[src/hdl/mexp_pkg.sv]
package mexp_pkg;

	// operand and modulus width
	localparam int VALUE_WIDTH = 16;
	// bit counter for the serial multiplier and the exponent scan
	localparam int CNT_WIDTH = $clog2(VALUE_WIDTH);
	// configuration index width, wide enough to see writes past the register list
	localparam int CFG_INDEX_WIDTH = 2;

	typedef logic [VALUE_WIDTH-1:0] value_t;
	typedef logic [CFG_INDEX_WIDTH-1:0] cfg_index_t;

	// configuration register indexes
	localparam cfg_index_t REG_EXPONENT = cfg_index_t'(0);
	localparam cfg_index_t REG_MODULUS  = cfg_index_t'(1);

	// request into the modular multiplier
	typedef struct packed {
		logic   start;
		value_t a;
		value_t b;
	} mm_req_t;

	// status out of the modular multiplier
	typedef struct packed {
		logic busy;
		logic done;
	} mm_sts_t;

endpackage

[src/hdl/mexp_modmul.sv]
module mexp_modmul (
	input  logic              clk,
	input  logic              arst_n,
	input  mexp_pkg::mm_req_t req,
	input  mexp_pkg::value_t  modulus,
	output mexp_pkg::mm_sts_t sts,
	output mexp_pkg::value_t  product
);
	import mexp_pkg::*;

	logic                   busy_q;
	logic                   done_q;
	logic [CNT_WIDTH-1:0]   cnt_q;
	value_t                 r_q;
	value_t                 a_q;
	value_t                 b_q;
	logic [VALUE_WIDTH+1:0] sum;
	logic [VALUE_WIDTH+1:0] n1;
	logic [VALUE_WIDTH+1:0] n2;
	value_t                 r_next;

	// one multiplier bit per cycle, msb first: r = 2r + bit*a, then bring back below n
	always_comb begin
		n1  = {2'b00, modulus};
		n2  = {1'b0, modulus, 1'b0};
		sum = {1'b0, r_q, 1'b0} + (b_q[VALUE_WIDTH-1] ? {2'b00, a_q} : '0);
		if (sum >= n2) begin
			r_next = VALUE_WIDTH'(sum - n2);
		end else if (sum >= n1) begin
			r_next = VALUE_WIDTH'(sum - n1);
		end else begin
			r_next = VALUE_WIDTH'(sum);
		end
	end

	always_ff @(posedge clk or negedge arst_n) begin
		if (!arst_n) begin
			busy_q <= 1'b0;
			done_q <= 1'b0;
			cnt_q  <= '0;
		end else begin
			done_q <= 1'b0;
			if (req.start) begin
				busy_q <= 1'b1;
				cnt_q  <= CNT_WIDTH'(VALUE_WIDTH - 1);
			end else if (busy_q) begin
				if (cnt_q == '0) begin
					busy_q <= 1'b0;
					done_q <= 1'b1;
				end else begin
					cnt_q <= cnt_q - CNT_WIDTH'(1);
				end
			end
		end
	end

	always_ff @(posedge clk) begin
		if (req.start) begin
			r_q <= '0;
			a_q <= req.a;
			b_q <= req.b;
		end else if (busy_q) begin
			r_q <= r_next;
			b_q <= b_q << 1;
		end
	end

	assign sts.busy = busy_q;
	assign sts.done = done_q;
	assign product  = r_q;

endmodule

[src/hdl/modular_exponentiation.sv]
// Modular exponentiation: each request carries value_in and returns one response,
// value_out = value_in ^ exponent mod modulus, with exponent and modulus taken from the
// configuration registers (index 0 exponent, reset 1; index 1 modulus, reset 2). A zero
// exponent always answers 1, a modulus of 0 or 1 with a nonzero exponent answers 0.
// All arithmetic runs on one bit-serial modular multiplier. A request is taken in the idle
// state, then one product reduces the value below the modulus, then one step state per
// exponent bit down to and including the leading one, then for every lower bit a step plus
// a squaring plus, for a set bit, a multiply, and finally the output state loads the output
// register once it is free. The zero-exponent case and a modulus below two go straight
// from the idle state to the output state.
// req_stall is high for the whole computation; a finished result sits in the output
// register, so the next request can be taken while the response is still stalled.
// Configuration writes are always taken (cfg_ready is tied high) and must only be
// issued while no request is in flight.
module modular_exponentiation (
	input  logic                 clk,
	input  logic                 arst_n,
	input  logic                 cfg_valid,
	output logic                 cfg_ready,
	input  mexp_pkg::cfg_index_t cfg_index,
	input  mexp_pkg::value_t     cfg_data,
	input  logic                 req_valid,
	output logic                 req_stall,
	input  mexp_pkg::value_t     value_in,
	output logic                 rsp_valid,
	input  logic                 rsp_stall,
	output mexp_pkg::value_t     value_out
);
	import mexp_pkg::*;

	// sequencer states
	localparam logic [2:0] ST_IDLE   = 3'd0;
	localparam logic [2:0] ST_REDUCE = 3'd1;
	localparam logic [2:0] ST_STEP   = 3'd2;
	localparam logic [2:0] ST_SQUARE = 3'd3;
	localparam logic [2:0] ST_MULT   = 3'd4;
	localparam logic [2:0] ST_OUT    = 3'd5;

	// configuration registers
	value_t               exponent_q;
	value_t               modulus_q;

	// sequencer
	logic [2:0]           state_q;
	logic [2:0]           state_d;
	logic                 started_q;
	logic                 started_d;
	logic [CNT_WIDTH-1:0] bit_q;
	logic [CNT_WIDTH-1:0] bit_d;
	logic                 last_bit;
	logic                 accept;
	logic                 load_out;

	// datapath
	value_t               acc_q;
	value_t               acc_d;
	value_t               base_q;
	value_t               base_d;
	value_t               value_out_q;
	logic                 rsp_valid_q;

	// shared multiplier
	mm_req_t              mm_req;
	mm_sts_t              mm_sts;
	value_t               mm_product;

	assign cfg_ready = 1'b1;

	// configuration write port
	always_ff @(posedge clk or negedge arst_n) begin
		if (!arst_n) begin
			exponent_q <= value_t'(1);
			modulus_q  <= value_t'(2);
		end else if (cfg_valid && cfg_ready) begin
			case (cfg_index)
				REG_EXPONENT: exponent_q <= cfg_data;
				REG_MODULUS:  modulus_q  <= cfg_data;
				default: ;
			endcase
		end
	end

	assign req_stall = (state_q != ST_IDLE);
	assign accept    = req_valid && !req_stall;
	assign last_bit  = (bit_q == '0);

	// request into the multiplier: reduce, square or multiply by the base
	always_comb begin
		mm_req.start = 1'b0;
		mm_req.a     = acc_q;
		mm_req.b     = acc_q;
		case (state_q)
			ST_IDLE: begin
				// base mod n computed as 1 * value_in
				if (accept && exponent_q != '0 && modulus_q > value_t'(1)) begin
					mm_req.start = 1'b1;
					mm_req.a     = value_t'(1);
					mm_req.b     = value_in;
				end
			end
			ST_STEP: begin
				mm_req.start = started_q;
			end
			ST_SQUARE: begin
				if (mm_sts.done && exponent_q[bit_q]) begin
					mm_req.start = 1'b1;
					mm_req.a     = mm_product;
					mm_req.b     = base_q;
				end
			end
			default: ;
		endcase
	end

	// square-and-multiply sequencer, msb of the exponent first
	always_comb begin
		state_d   = state_q;
		started_d = started_q;
		bit_d     = bit_q;
		acc_d     = acc_q;
		base_d    = base_q;
		load_out  = 1'b0;
		case (state_q)
			ST_IDLE: begin
				if (accept) begin
					base_d = value_in;
					if (exponent_q == '0) begin
						acc_d   = value_t'(1);
						state_d = ST_OUT;
					end else if (modulus_q <= value_t'(1)) begin
						acc_d   = '0;
						state_d = ST_OUT;
					end else begin
						state_d = ST_REDUCE;
					end
				end
			end
			ST_REDUCE: begin
				if (mm_sts.done) begin
					base_d    = mm_product;
					started_d = 1'b0;
					bit_d     = CNT_WIDTH'(VALUE_WIDTH - 1);
					state_d   = ST_STEP;
				end
			end
			ST_STEP: begin
				if (started_q) begin
					state_d = ST_SQUARE;
				end else begin
					// leading zeros leave the accumulator untouched, the first set bit loads the base
					if (exponent_q[bit_q]) begin
						acc_d     = base_q;
						started_d = 1'b1;
					end
					if (last_bit) begin
						state_d = ST_OUT;
					end else begin
						bit_d = bit_q - CNT_WIDTH'(1);
					end
				end
			end
			ST_SQUARE: begin
				if (mm_sts.done) begin
					acc_d = mm_product;
					if (exponent_q[bit_q]) begin
						state_d = ST_MULT;
					end else if (last_bit) begin
						state_d = ST_OUT;
					end else begin
						bit_d   = bit_q - CNT_WIDTH'(1);
						state_d = ST_STEP;
					end
				end
			end
			ST_MULT: begin
				if (mm_sts.done) begin
					acc_d = mm_product;
					if (last_bit) begin
						state_d = ST_OUT;
					end else begin
						bit_d   = bit_q - CNT_WIDTH'(1);
						state_d = ST_STEP;
					end
				end
			end
			ST_OUT: begin
				// wait for the output register to free up
				if (!rsp_valid_q || !rsp_stall) begin
					load_out = 1'b1;
					state_d  = ST_IDLE;
				end
			end
			default: begin
				state_d = ST_IDLE;
			end
		endcase
	end

	always_ff @(posedge clk or negedge arst_n) begin
		if (!arst_n) begin
			state_q     <= ST_IDLE;
			started_q   <= 1'b0;
			bit_q       <= '0;
			rsp_valid_q <= 1'b0;
		end else begin
			state_q   <= state_d;
			started_q <= started_d;
			bit_q     <= bit_d;
			if (load_out) begin
				rsp_valid_q <= 1'b1;
			end else if (!rsp_stall) begin
				rsp_valid_q <= 1'b0;
			end
		end
	end

	always_ff @(posedge clk) begin
		acc_q  <= acc_d;
		base_q <= base_d;
		if (load_out) begin
			value_out_q <= acc_q;
		end
	end

	mexp_modmul u_modmul (
		.clk     (clk),
		.arst_n  (arst_n),
		.req     (mm_req),
		.modulus (modulus_q),
		.sts     (mm_sts),
		.product (mm_product)
	);

	assign rsp_valid = rsp_valid_q;
	assign value_out = value_out_q;

`ifndef SYNTHESIS
	// the multiplier is never restarted while a product is in progress
	assert property (@(posedge clk) disable iff (!arst_n)
		mm_req.start |-> !mm_sts.busy)
		else $error("modmul started while busy");

	// a finished product only shows up while the sequencer waits for one
	assert property (@(posedge clk) disable iff (!arst_n)
		mm_sts.done |-> (state_q == ST_REDUCE || state_q == ST_SQUARE || state_q == ST_MULT))
		else $error("modmul done outside a multiply state");

	// leaving the output state always presents a response
	assert property (@(posedge clk) disable iff (!arst_n)
		(state_q == ST_OUT && (!rsp_valid || !rsp_stall)) |=> rsp_valid)
		else $error("result not presented");

	// a reduced response stays below the modulus
	assert property (@(posedge clk) disable iff (!arst_n)
		(rsp_valid && exponent_q != '0 && modulus_q > value_t'(1)) |-> value_out < modulus_q)
		else $error("response not reduced");
`endif

endmodule
[config.mk]
export PLATFORM = sky130hd
export DESIGN_NAME = modular_exponentiation
export DESIGN_NICKNAME = d
export VERILOG_FILES = /design/src/hdl/mexp_pkg.sv /design/src/hdl/mexp_modmul.sv /design/src/hdl/modular_exponentiation.sv
export SDC_FILE = /design/constraint.sdc
export NUM_CORES = 1
export LEC_CHECK = 0
export BUFFER_PORTS_ARGS = -buffer_cell sky130_fd_sc_hd__buf_2
export CAP_MARGIN = 20
export CELL_PAD_IN_SITES_DETAIL_PLACEMENT = 1
export CELL_PAD_IN_SITES_GLOBAL_PLACEMENT = 1
export CORE_AREA = 3 3 139 141
export DETAILED_ROUTE_END_ITERATION = 8
export DIE_AREA = 0 0 142 144
export PLACE_DENSITY_LB_ADDON = 0.1
export SLEW_MARGIN = 20
export SYNTH_ARGS = -nofsm -noshare
export SYNTH_HDL_FRONTEND = slang
export SYNTH_HIERARCHICAL = 1
export SYNTH_SLANG_ARGS = --single-unit
[constraint.sdc]
create_clock -name clk -period 11.1 [get_ports clk]
set_clock_uncertainty 0.1 [all_clocks]
set_input_delay 1.11 -clock clk [delete_from_list [all_inputs] [get_ports clk]]
set_output_delay 1.11 -clock clk [all_outputs]
set_load 0.02 [all_outputs]
---- Yosys cells after proc, flatten, opt, wreduce, memory -nomap -nowiden ----
Index checks and enable logic that the tools add are counted.
word-level totals
  register bits ........................... 143
  input bits .............................. 39
operators by class
  multiplexer cells ....................... 56
  reductions and logical operators ........ 29
  eq/ne operators ......................... 19
  $lt $le $gt $ge ......................... 5
  add/sub/neg operators ................... 5
operators by type and width
  kind                 count
  $mux 16              12
  $mux 33              2
  $pmux 32 s2          1
  $pmux 16 s3          1
  $mux 4               9
  $mux 3               11
  $pmux 16 s2          1
  $sub 16x16->16       2
  $add 17x16->18       1
  $ge 18x16->1         1
  $ge 18x17->1         1
  $pmux 3 s6           1
  $reduce_and 6->1     3
  $gt 16x1->1 const B  1
  $le 16x1->1 const B  1
  $logic_not 16->1     1
  $pmux 4 s4           1
  $reduce_bool 16->1   1
  $mux 1               14
  $ne 2x2->1 const B   6
  $ne 2x1->1 const B   5
  $logic_not 4->1      2
  $reduce_and 2->1     4
  $sub 4x1->4 const B  2
  19 further kinds     30

---- Depth between registers and ports, before layout ----
Gate-level depths: netlist of run 1.
  word-level depth ........................ 9
  mapped depth ............................ 21

---- Modules after synthesis ----
Netlist of run 1, hierarchy kept.
by module, submodules not included
  module                  cells each  area each (um2)  times used
  mexp_modmul             484         4543.1           1
  modular_exponentiation  351         4540.6           1

---- Worst setup path before layout of run 1 ----
Ideal clock, no wire load.
  path kind ............................... reg-to-reg
  from .................................... reg u_modmul.b_q[15]
  to ...................................... reg u_modmul.r_q[10] (netlist: u_modmul/product[10])
  clock period less this slack ............ 4.132 ns
  stages on the path, launching flop included .. 20
  arrival time ............................ 3.904 ns
  slack ................................... 6.968 ns
  data required time ...................... 10.872 ns
  buffers on the path ..................... 1
  cells stage by stage .................... edfxtp_1 and2_1 ha_1 inv_1 fa_1 nor2b_1 o31a_1 o21ai_0 nand2b_1 a21boi_0 xnor2_1 ha_1 nand4_1 o311a_4 o31ai_4 nor2_2 o2111ai_4 buf_6 mux2i_1 o21ai_1
on the way
  word-level cells in the longest chain between the ends .. 5
  elaborated cells between the ends (all ways) .. 8
  classes of those cells .................. add/sub: 3; order compare: 2; mux: 3
ends and longest elaborated chain
  element                                                RTL line                              text
  start: declaration                                     mexp_modmul.sv:16                     value_t b_q;
  start signal: assignment                               mexp_modmul.sv:61                     b_q <= req.b;
  start signal: assignment                               mexp_modmul.sv:64                     b_q <= b_q << 1;
  $mux 16 *                                              mexp_modmul.sv:26                     sum = {1'b0, r_q, 1'b0} + (b_q[VALUE_WIDTH-1] ? {2'b00, a_q} : '0);
  $add 17x16->18 *                                       mexp_modmul.sv:26
  $sub 16x16->16 / $ge 18x16->1 (equally long branches)  mexp_modmul.sv:30, mexp_modmul.sv:29
  $mux 16                                                mexp_modmul.sv:29                     end else if (sum >= n1) begin
  $mux 16 *                                              mexp_modmul.sv:27                     if (sum >= n2) begin
  end signal: assignment                                 mexp_modmul.sv:63                     r_q <= r_next;
  end: declaration                                       mexp_modmul.sv:14                     value_t r_q;
Every way passes the cells marked *; elsewhere a longest branch is shown, timed or not.
A chain may end at the register's enable or synchronous reset.

---- Worst setup path after layout of run 1 ----
  from .................................... reg u_modmul.b_q[15]
  to ...................................... reg u_modmul.r_q[0] (netlist: u_modmul/product[0])
Same word-level chain as after synthesis.

==> results of run 1 <==
critical path: cells and delay by family (launching register included):
kind	cells	cell delay, ps
adder cells (fa/ha/maj)	3	950
flip-flops	1	590
AO/OA/AOI/OAI	7	1970
buffers and inverters	1	60
XOR/XNOR	1	200
AND/OR/NAND/NOR	6	1120
worst max-delay path by stage:
| stage | start | end | slack (ps) | cells after the start |
|---|---|---|---|---|
| 6_report | u_modmul/b_q[15]$_DFFE_PP_ | u_modmul/product[0]$_SDFFE_PP0P_ | 5950 | 18 |
| 5_1_grt | u_modmul/b_q[15]$_DFFE_PP_ | u_modmul/product[0]$_SDFFE_PP0P_ | 5470 | 18 |
| 4_1_cts | u_modmul/b_q[15]$_DFFE_PP_ | u_modmul/product[0]$_SDFFE_PP0P_ | 5910 | 18 |
| 3_5_place_dp | u_modmul/b_q[15]$_DFFE_PP_ | u_modmul/product[0]$_SDFFE_PP0P_ | 5970 | 18 |
| 3_3_place_gp | u_modmul/b_q[15]$_DFFE_PP_ | u_modmul/product[1]$_SDFFE_PP0P_ | 6270 | 18 |
| 2_1_floorplan | u_modmul/b_q[15]$_DFFE_PP_ | u_modmul/product[10]$_SDFFE_PP0P_ | 6970 | 19 |
area by class of cell:
class                      instances  area [µm²]
clock buffer                      17         425
tap                              229         287
inverter                          41         154
sequential                       143        3900
timing repair buffer              64         343
multi-input combinational        616        4850
fill                            1931        7990
clock inverter                    15         140
per-stage QoR:
step / setup slack (ps) / std cells / utilization, %
2_1_floorplan: 6970 / 834 / -
6_report: 5950 / 1125 / 55.8
5_1_grt: 5470 / 1125 / 55.8
3_5_place_dp: 5970 / 1093 / 52.7
4_1_cts: 5910 / 1125 / 55.8
3_3_place_gp: 6270 / 1093 / 52.7
sequential cells by signal, summed over array words and instances, names as in the netlist:
| signal | flops |
|---|---|
| bit_q | 4 |
| u_modmul/cnt_q | 4 |
| base_q | 16 |
| u_modmul/b_q | 16 |
| value_out | 16 |
| rsp_valid | 1 |
| u_modmul/busy_q | 1 |
| exponent_q | 16 |
| u_modmul/a_q | 16 |
| u_modmul/done_q | 1 |
| modulus_q | 16 |
| u_modmul/product | 16 |
| acc_q | 16 |
| state_q | 3 |
| started_q | 1 |
layer usage:
layer,part of all wire (%),up-vias
met5,0,-
met1,42,3513
li1,-,3268
met2,52,178
met4,2.1,0
met3,3.8,45
cells in the final DEF, fill, tap and decap left out, types with 4 or more instances in the layout:
| cell | count |
|---|---|
| mux2_2 | 66 |
| nor2b_1 | 5 |
| or2_2 | 8 |
| nand4_1 | 7 |
| buf_2 | 55 |
| dfxtp_1 | 16 |
| o21ai_0 | 21 |
| edfxtp_1 | 80 |
| o211ai_1 | 4 |
| mux2i_1 | 22 |
| nor3b_1 | 5 |
| a211oi_1 | 6 |
| o31ai_1 | 4 |
| inv_1 | 41 |
| and4_1 | 6 |
| a221o_1 | 15 |
| buf_4 | 9 |
| clkbuf_16 | 17 |
| nor4_1 | 11 |
| inv_6 | 8 |
| o21ai_1 | 13 |
| a31oi_1 | 11 |
| and3_1 | 4 |
| o221ai_1 | 4 |
| nand2b_1 | 13 |
| ha_1 | 49 |
| nand3_1 | 9 |
| xnor2_1 | 24 |
| xor2_1 | 13 |
| o21a_1 | 12 |
| and2_1 | 34 |
| a22oi_1 | 10 |
| nand2_1 | 44 |
| nor2_1 | 42 |
| a21oi_1 | 39 |
| nor3_1 | 12 |
| dfrtp_1 | 45 |
| a22o_1 | 31 |
| a21o_1 | 8 |
==> results.md, run 1 <==
- The worst hold path passes through 0 cells.
- The tree is rooted in a clkbuf_16.
- The largest net degree at the start of global routing is 48.
- The number of antenna violations at the first check in global routing is 0.
- The post-CTS setup buffer count is 0.
- The number of hold violations in the final report is 0.
- The area of the mapped netlist is 0.00908 mm².
- At the end of the flow, the number of nets in the layout was 974.
- The number of DRC markers after the initial detailed-route iteration is 301.
- Headroom to the max-slew limit came out at 36.1%.
- For this run, design rule violations remaining after detail routing come to 0.
- The mean number of vias per cell is 6.23.
- The end of the worst hold path is value_out[0]$_DFFE_PP_.
- The global-route track usage on met1 is 31.9%.
- The placement row count is 49.
- The kind of launch point of the worst setup path is a flip-flop.
- After layout, the worst path uses 46.4% of the clock period.
- The clock tree from TritonCTS is yes.
- The number of I/O pins is 58.
- The slew at the pin closest to its max-slew limit is 956 ps.
- Synthesis produced a netlist with a net count of 925.
- The hold path startpoint is acc_q[0]$_DFFE_PP_.
- For this run, the top clock speed supported by timing is 194 MHz.
- After routing the design area is 0.0101 mm².
- The path class of the tightest hold or removal check is flip-flop to flip-flop.
- The post-synthesis instance total is 834.
- The first global-routing pass estimated 40.7 mm of wire.
- Once detail routing completed, the nets flagged for antenna violations numbered 0.
- The cell with the largest stage delay on the worst path is o2111ai_4.
- For the worst setup path, the data required time is 11,320 ps.
- The number of antenna repair diodes is 0.
- For this run the aggregate overflow at the end of global routing stands at 0.
- Once placement finished, the instance area stood at 0.00952 mm².
- The number of max-slew violations in the final report came to 0.
- After clock tree synthesis, the clock-pin slew on the worst setup and hold paths is 70 ps.
- The cell that appears most often on the critical path is ha_1.
- The die extent in x is 142 µm.
- Along the worst path, the maximum fanout reaches 18.
- The number of hold buffers added after CTS was 0.
- The setup check on the worst reg-to-reg path leaves a slack of 5950 ps.
- The die is 144 µm tall.
- Setup violations remaining at the end of the flow were counted as 0.
- The endpoint identified for the worst register-to-register timing path is u_modmul/product[0]$_SDFFE_PP0P_.
- The quantity of gates resized following cts is 0.
- The worst register-to-register path begins at u_modmul/b_q[15]$_DFFE_PP_.
- The total of buffers placed on input and output ports is 56.
- From synthesis to final layout, the design area changed by 11.2%.
- Setup repair after global routing left no endpoint under its margin.
- The clock net sink count is 143.
- Routability-driven placement finished with a final weighted congestion of 0.968.
- The routed design has 25.5 mm of wire.
- Dividing the synthesized area by the synthesized cell count gives 10.9 µm².
- In the final routed layout, each cell accounts on average for 22.7 µm.
- The H-tree was split into 4 levels.
- For the finished layout, the period the worst path requires is 5150 ps.
- The overall die area is 0.0204 mm².
- The met2 demand-to-capacity share in global routing is 45.6%.
- The number of buffers inserted during clock tree synthesis is 17.
- The global-route met3 utilization is 3.80%.
- Yosys printed 6 warnings.
- Max-cap violations in this run came to 0.
- The number of global-route vias before repair came to 7,450.
- For this run, the slowest stage of the critical path takes 660 ps.
- Detailed placement ended at an HPWL of 18.9 mm.
- The number of iterations in the first detailed-routing pass is 5.
- For this run, the total global-route usage over all layers was measured as 25.4%.
- The final-layout setup total negative slack is 0 ps.
- The core region is 0.0181 mm².
- The initial utilization of the core area, before any placement, comes to 50.2%.
- The clock passes through at most 2 buffers.
- The worst path arrival time is 5370 ps.
- The flow ran to the end, and the final reports show no timing, DRC or antenna violations.
- The worst hold margin is 400 ps.
- The critical path class is flip-flop to flip-flop.
- The via count is 7,004.
- The insertion delay of the later-clocked pin in the worst-skew pair is 430 ps.
- The layer flagged by global routing as most heavily used is met2.
- Walking the worst path, the cells encountered are and2_1, ha_1, inv_1, fa_1, nor2b_1, o31a_1, o21ai_0, nand2b_1, a21boi_0, xnor2_1, ha_1, nand4_1, o311a_4, o31ai_4, nor2_2, o2111ai_4, a21oi_1, nor4_1.
- Measured in cells, the most critical reg-to-reg path has a length of 18.
- The worst setup path is captured at a flip-flop.
- The share of post-route cells with drive strength above 1 is 22.2%.
Power of run 1 is left out: the tool's default activity adds up to more than one toggle a clock period on the data nets, which glitch-free logic cannot reach.
==> inputs of run 2 (changes only) <==
- CORE_AREA: 3 3 139 141 -> 3 3 147 149
- DIE_AREA: 0 0 142 144 -> 0 0 150 152
- clock period: 11.1 -> 4.7 ns (I/O delays scaled with it)
==> run 2 against run 1 <==
Against the previous run:
- flip-flop and latch count stayed put
- maximum frequency is 9.8% higher
- register-to-register slack worse by 5900 ps
- critical path depth up 2
- first-iteration DRC count up 19%
- sequential share of layout area down 2.3 points
- via count rose by 3.1%
- non-clock buffer count is 36 higher
- final cell count is 6.8% higher
- die area is 12% higher
- hold slack got worse by 380 ps
==> results.md, run 2 (synthesis results as in run 1) <==
- The final weighted congestion in routability-driven placement was 0.947 (-2.2%).
- The worst path arrival time was 4920 ps (-450 ps).
- The number of antenna violations at the first check in global routing is 0 (unchanged).
- Tracing the worst setup path back leads to its startpoint at u_modmul/b_q[15]$_DFFE_PP_.
- STA classifies the critical path startpoint as a flip-flop.
- The number of remaining DRC errors is 0 (unchanged).
- The final critical-path setup slack is 5.75 ps (-5940 ps).
- In the layout the commonest cells are edfxtp_1, mux2_2, buf_2.
- The number of buffers added to fix hold violations after cts is 0 (unchanged).
- The via count came to 7,219 (+3.1%).
- The run finished with clean final reports.
- The maximum root-to-sink buffer count is 2 (unchanged).
- The standard cell area after detailed placement is 0.00968 mm² (+1.7%).
- TritonCTS built the clock tree.
- The total wire length after detailed routing came to 27.0 mm (+5.8%).
- The number of endpoints failing setup at the final stage was 0 (unchanged).
- The vertical die dimension came to 152 µm (+5.6%).
- The overall die area is 0.0228 mm² (+12%).
- The largest net degree at the start of global routing came to 48 (unchanged).
- The CTS clock-pin slew for the worst setup and hold paths was 70 ps (about the same).
- The number of I/O pins is 58 (unchanged).
- The clock net sink count is 143 (unchanged).
- The share of post-route cells with drive strength above 1 is 28.2% (+6.0 points).
- The worst reg2reg path startpoint is u_modmul/b_q[15]$_DFFE_PP_.
- Setup repair after global routing could not meet its margin everywhere.
- The type of the tightest min-delay check is input port to asynchronous set/reset pin.
- The slew at the pin closest to its max-slew limit is 969 ps (+12.8 ps).
- The growth of design area from synthesis to finish is 18.2%.
- The final standard cell area without fillers is 0.0107 mm² (+6.2%).
- The H-tree level count is 4 (unchanged).
- The insertion delay of the later-clocked pin in the worst-skew pair is 430 ps (about the same).
- The final global-route overflow total is 0 (unchanged).
- The maximum fanout along the worst path is 6 (-12).
- The worst relative slew slack came to 35.2% (-0.85 points).
- The routed wire length per instance was 22.5 µm (-1.0%).
- The cell sitting at the root of the clock tree is a clkbuf_16.
- The number of hold violations in the final report is 0 (unchanged).
- The total number of nets in the final design is 1,010 (+3.7%).
- The first-pass GRT wire length came to 41.1 mm (+0.88%).
- The number of iterations in the first detailed-routing pass is 6 (+1).
- The number of buffers inserted during clock tree synthesis came to 17 (unchanged).
- The number of violations of the max-capacitance limit came to 0 (unchanged).
- The placeable core region is 0.0203 mm² (+12%).
- The number of max-slew violations in the final report was 0 (unchanged).
- The worst path required time was 4920 ps (-6400 ps).
- The number of filler instances in the final layout came to 2,200 (+14%).
- The maximum operating frequency came to 213 MHz (+9.8%).
- The number of antenna-violating nets in the routed design was 0 (unchanged).
- The total routing resource utilization after global routing is 22.8% (-2.6 points).
- The post-detailed-placement half-perimeter wirelength is 19.3 mm (+2.1%).
- The mean number of vias per cell is 6.01 (-3.5%).
- The number of global-route vias before repair was 7,521 (+0.95%).
- By startpoint and endpoint, the worst setup path is classified as flip-flop to flip-flop.
- The effective utilization at floorplan came to 44.7% (-5.5 points).
- The number of DRC markers after the initial detailed-route iteration is 357 (+19%).
- The placement row count came to 52 (+6.1%).
- The final worst-path cycle share came to 99.9% (+53 points).
- The worst slack after detailed placement is -61.7 ps (-6030 ps).
- The total of buffers placed on input and output ports is 56 (unchanged).
- The clock period minus worst slack is 4690 ps (-459 ps).
- The die extent in x is 150 µm (+5.6%).
- The critical path capture point type is a flip-flop.
- The most common cell after layout, fill and taps aside is edfxtp_1.
- The number of antenna repair diodes came to 0 (unchanged).
[run 2: through the flow]
step | instances | hold slack (ps) | setup TNS (ps) | util (%)
floorplan | 834 | 74.4 | 0 | -
global placement | 1145 | 379 | 0 | 47.7
detailed placement | 1145 | 383 | -86.2 | 47.7
CTS | 1179 | 39.4 | 0 | 50.8
global route | 1202 | 58.1 | -899 | 52.8
finish | 1202 | 15.4 | 0 | 52.8
[run 2: worst paths after layout]
| check | end | depth (start not counted) | slack [ps] |
|---|---|---|---|
| min in group clk | rsp_valid$_DFFE_PN0P_ | 3 | 170 |
| max | u_modmul/product[0]$_SDFFE_PP0P_ | 20 | 6 |
| min | state_q[0]$_DFFE_PN0P_ | 2 | 20 |
| max in group asynchronous | exponent_q[10]$_DFFE_PN0P_ | 2 | 4030 |
| min reg2reg | value_out[15]$_DFFE_PP_ | 0 | 400 |
| max reg2reg | u_modmul/product[0]$_SDFFE_PP0P_ | 20 | 6 |
[run 2: critical path: stages, from the launching register on]
cell and delay [ps]:
edfxtp_1 510, and2_4 220, ha_4 150, inv_2 50
fa_2 400, nor2b_2 140, o31a_1 250, o21ai_1 100
nand2b_1 170, xor2_2 230, buf_4 160, ha_4 210
a211o_4 340, a21oi_4 170, o311a_4 230, o31ai_4 60
nor2_2 160, o2111ai_4 230, clkbuf_16 250, and4_1 220
nor4_2 250
[run 2: final cells by class]
cell class / instances / area, µm² / area share (%)
Inverter: 41 / 154 / 1.43
Clock buffer: 17 / 425 / 3.97
Clock inverter: 15 / 191 / 1.78
Timing Repair Buffer: 100 / 666 / 6.20
Multi-Input combinational cell: 616 / 5050 / 47.1
Sequential cell: 143 / 3900 / 36.4
Tap cell: 270 / 338 / 3.15
[run 2: per-layer routing]
| metal | share of wire, % | global-route usage [%] | up-vias |
|---|---|---|---|
| met2 | 53 | 40.2 | 145 |
| met1 | 42 | 28.9 | 3703 |
| met5 | 0 | 0 | - |
| met4 | 1.7 | 5.84 | 0 |
| met3 | 3.3 | 3.84 | 34 |
| li1 | - | - | 3337 |
[run 2: timing repair]
action	4_1_cts	5_1_grt
gates cloned	0	3
setup endpoints to repair	11	16
pin swaps	0	19
resized for setup	2	35
endpoints found under the hold margin	0	0
setup buffers	2	20
Power of run 2 is left out for the same reason.
==> inputs of run 3 (changes only) <==
- CORE_AREA: 3 3 147 149 -> 3 3 141 143
- DIE_AREA: 0 0 150 152 -> 0 0 144 146
- clock period: 4.7 -> 5.05 ns (I/O delays scaled with it)
==> run 3 against run 2 <==
Against the previous run:
- utilization grew 1.8 points
- wire length is 4.8% lower
- worst setup slack improved by 240 ps
- cell area down 4.7%
- critical endpoint is now u_modmul/product[15]$_SDFFE_PP0P_
- global-route usage rose by 1.8 points
- largest cell class unchanged
- flip-flop and latch count did not move
- maximum frequency decreased by 2.2%
- sequential share of layout area up 1.8 points
- critical path depth fell by 2
==> results.md, run 3 (synthesis results as in run 1) <==
- The number of violations of the max-capacitance limit was 0 (unchanged).
- The worst path required time is 5240 ps (+320 ps).
- The number of global-route vias before repair is 7,369 (-2.0%).
- Setup repair after global routing left no endpoint under its margin.
- The via count is 7,016 (-2.8%).
- The final weighted congestion in routability-driven placement is 1.02 (+7.7%).
- The slew at the pin closest to its max-slew limit is 978 ps (+9.24 ps).
- The number of buffers inserted during clock tree synthesis came to 17 (unchanged).
- The worst path arrival time came to 4990 ps (+70 ps).
- The growth of design area from synthesis to finish is 12.7%.
- The total number of nets in the final design is 982 (-2.8%).
- The H-tree level count is 4 (unchanged).
- The register-to-register path setup slack was 250 ps (+240 ps).
- The critical path capture point type is a flip-flop.
- The final worst-path cycle share is 95.0% (-4.8 points).
- The largest net degree at the start of global routing is 48 (unchanged).
- The signal on the critical path passes through and2_1, ha_1, inv_1, fa_1, nor2b_1, o31a_1, o21ai_0, nand2b_1, xor2_1, ha_1, o21a_1, or2_2, a311oi_1, nor2_1, o41ai_2, nor3_1, a2111oi_0, a211oi_1.
- The worst hold margin is 58.8 ps (+43.3 ps).
- The cell with the largest stage delay on the worst path is a2111oi_0.
- The final global-route overflow total is 0 (unchanged).
- The share of post-route cells with drive strength above 1 is 23.1% (-5.1 points).
- The number of max-slew violations in the final report is 0 (unchanged).
- The total routing resource utilization after global routing is 24.6% (+1.8 points).
- The number of antenna violations at the first check in global routing is 0 (unchanged).
- The final-layout setup total negative slack came to 0 ps (unchanged).
- The overall die area is 0.0210 mm² (-7.8%).
- The number of endpoints failing setup at the final stage was 0 (unchanged).
- The clock net sink count came to 143 (unchanged).
- The number of iterations in the first detailed-routing pass is 5 (-1).
- The worst relative slew slack was 34.6% (-0.62 points).
- The run finished with clean final reports.
- The kind of launch point of the worst setup path is a flip-flop.
- The mean number of vias per cell is 6.17 (+2.7%).
- The placeable core region is 0.0187 mm² (-7.9%).
- The maximum fanout along the worst path is 8 (+2).
- The maximum root-to-sink buffer count is 2 (unchanged).
- The number of I/O pins came to 58 (unchanged).
- The number of cells on the critical path is 18 (-10%).
- The number of antenna repair diodes came to 0 (unchanged).
- The vertical die dimension was 146 µm (-3.9%).
- The tightest min-delay check is of the input port to asynchronous set/reset pin type.
- The maximum operating frequency came to 208 MHz (-2.2%).
- TritonCTS built the clock tree.
- The routed wire length per instance came to 22.6 µm (+0.55%).
- The logic depth of the worst register-to-register path was 18 (-10%).
- Leaving out fill and tap cells, the most frequent cell in the layout is edfxtp_1.
- The number of hold violations in the final report is 0 (unchanged).
- The number of DRC markers after the initial detailed-route iteration is 384 (+7.6%).
- The total of buffers placed on input and output ports is 56 (unchanged).
- The cell occurring most often along the worst timing path is ha_1.
- The post-detailed-placement half-perimeter wirelength is 19.1 mm (-0.98%).
- The peak per-stage delay on the critical path is 550 ps (+40 ps).
- The clock period minus worst slack is 4800 ps (+106 ps).
- The effective utilization at floorplan is 48.5% (+3.8 points).
- The placement row count is 50 (-3.8%).
- The number of antenna-violating nets in the routed design was 0 (unchanged).
- The critical path in this run is classified as flip-flop to flip-flop.
- The kind of cell with the highest combined delay along the critical path is compound AO/OA/AOI/OAI gates.
- The total wire length after detailed routing is 25.7 mm (-4.8%).
- The number of remaining DRC errors is 0 (unchanged).
- The buffer cell driving the clock tree root is clkbuf_16.
- In the layout the commonest cells are edfxtp_1, mux2_2, buf_2.
- The insertion delay of the later-clocked pin in the worst-skew pair was 430 ps (about the same).
- The number of buffer and inverter instances along the worst setup path was 1 (-2).
- The die extent in x is 144 µm (-4.0%).
- The CTS clock-pin slew for the worst setup and hold paths is 70 ps (about the same).
- The first-pass GRT wire length was 40.3 mm (-1.8%).
run 3: timing repair:
action,in CTS,in global routing
gates resized for setup,0,2
buffers inserted,0,5
setup endpoints to repair,0,16
hold buffers,0,0
run 3: stage by stage:
stage	area, µm²	util [%]	std cells	worst slack [ps]
final	10200	54.7	1138	250
after global routing	10200	54.7	1138	22.6
after CTS	10200	54.3	1133	91.9
after detailed placement	9550	51.1	1101	164
after global placement	9550	51.1	1101	338
after floorplan	9080	-	834	918
run 3: per-layer routing:
layer  GRT usage, %  part of all wire (%)  up-vias
li1               -                     -     3279
met1           30.8                    43     3568
met2           44.2                    53      144
met3           3.42                   3.1       25
met4           6.36                   1.2        0
met5              0                     0        -
run 3: worst paths after layout:
kind | start | endpoint
worst max-delay path | u_modmul/b_q[15]$_DFFE_PP_ | u_modmul/product[15]$_SDFFE_PP0P_
worst min-delay path | arst_n | rsp_valid$_DFFE_PN0P_
worst max register to register | u_modmul/b_q[15]$_DFFE_PP_ | u_modmul/product[15]$_SDFFE_PP0P_
worst min register to register | acc_q[0]$_DFFE_PP_ | value_out[0]$_DFFE_PP_
max in group asynchronous | arst_n | modulus_q[10]$_DFFE_PN0P_
min in group clk | rsp_stall | rsp_valid$_DFFE_PN0P_
run 3: cell type report:
type,instances,area (µm²)
Fill cell,2007,8480
Multi-Input combinational cell,616,4860
Sequential cell,143,3900
Clock buffer,19,475
Timing Repair Buffer,72,413
Tap cell,234,293
Inverter,41,154
Clock inverter,13,134
run 3: worst register-to-register path: cells and delay by family (launching register included):
family	cells	cell delay [ps]
AOI/OAI and AO/OA	7	1760
xor gates and xnor gates	1	310
and+or+nand+nor	6	990
adders and majority gates	3	930
buffers and inverters	1	60
DFF	1	500
Power of run 3 is left out for the same reason.
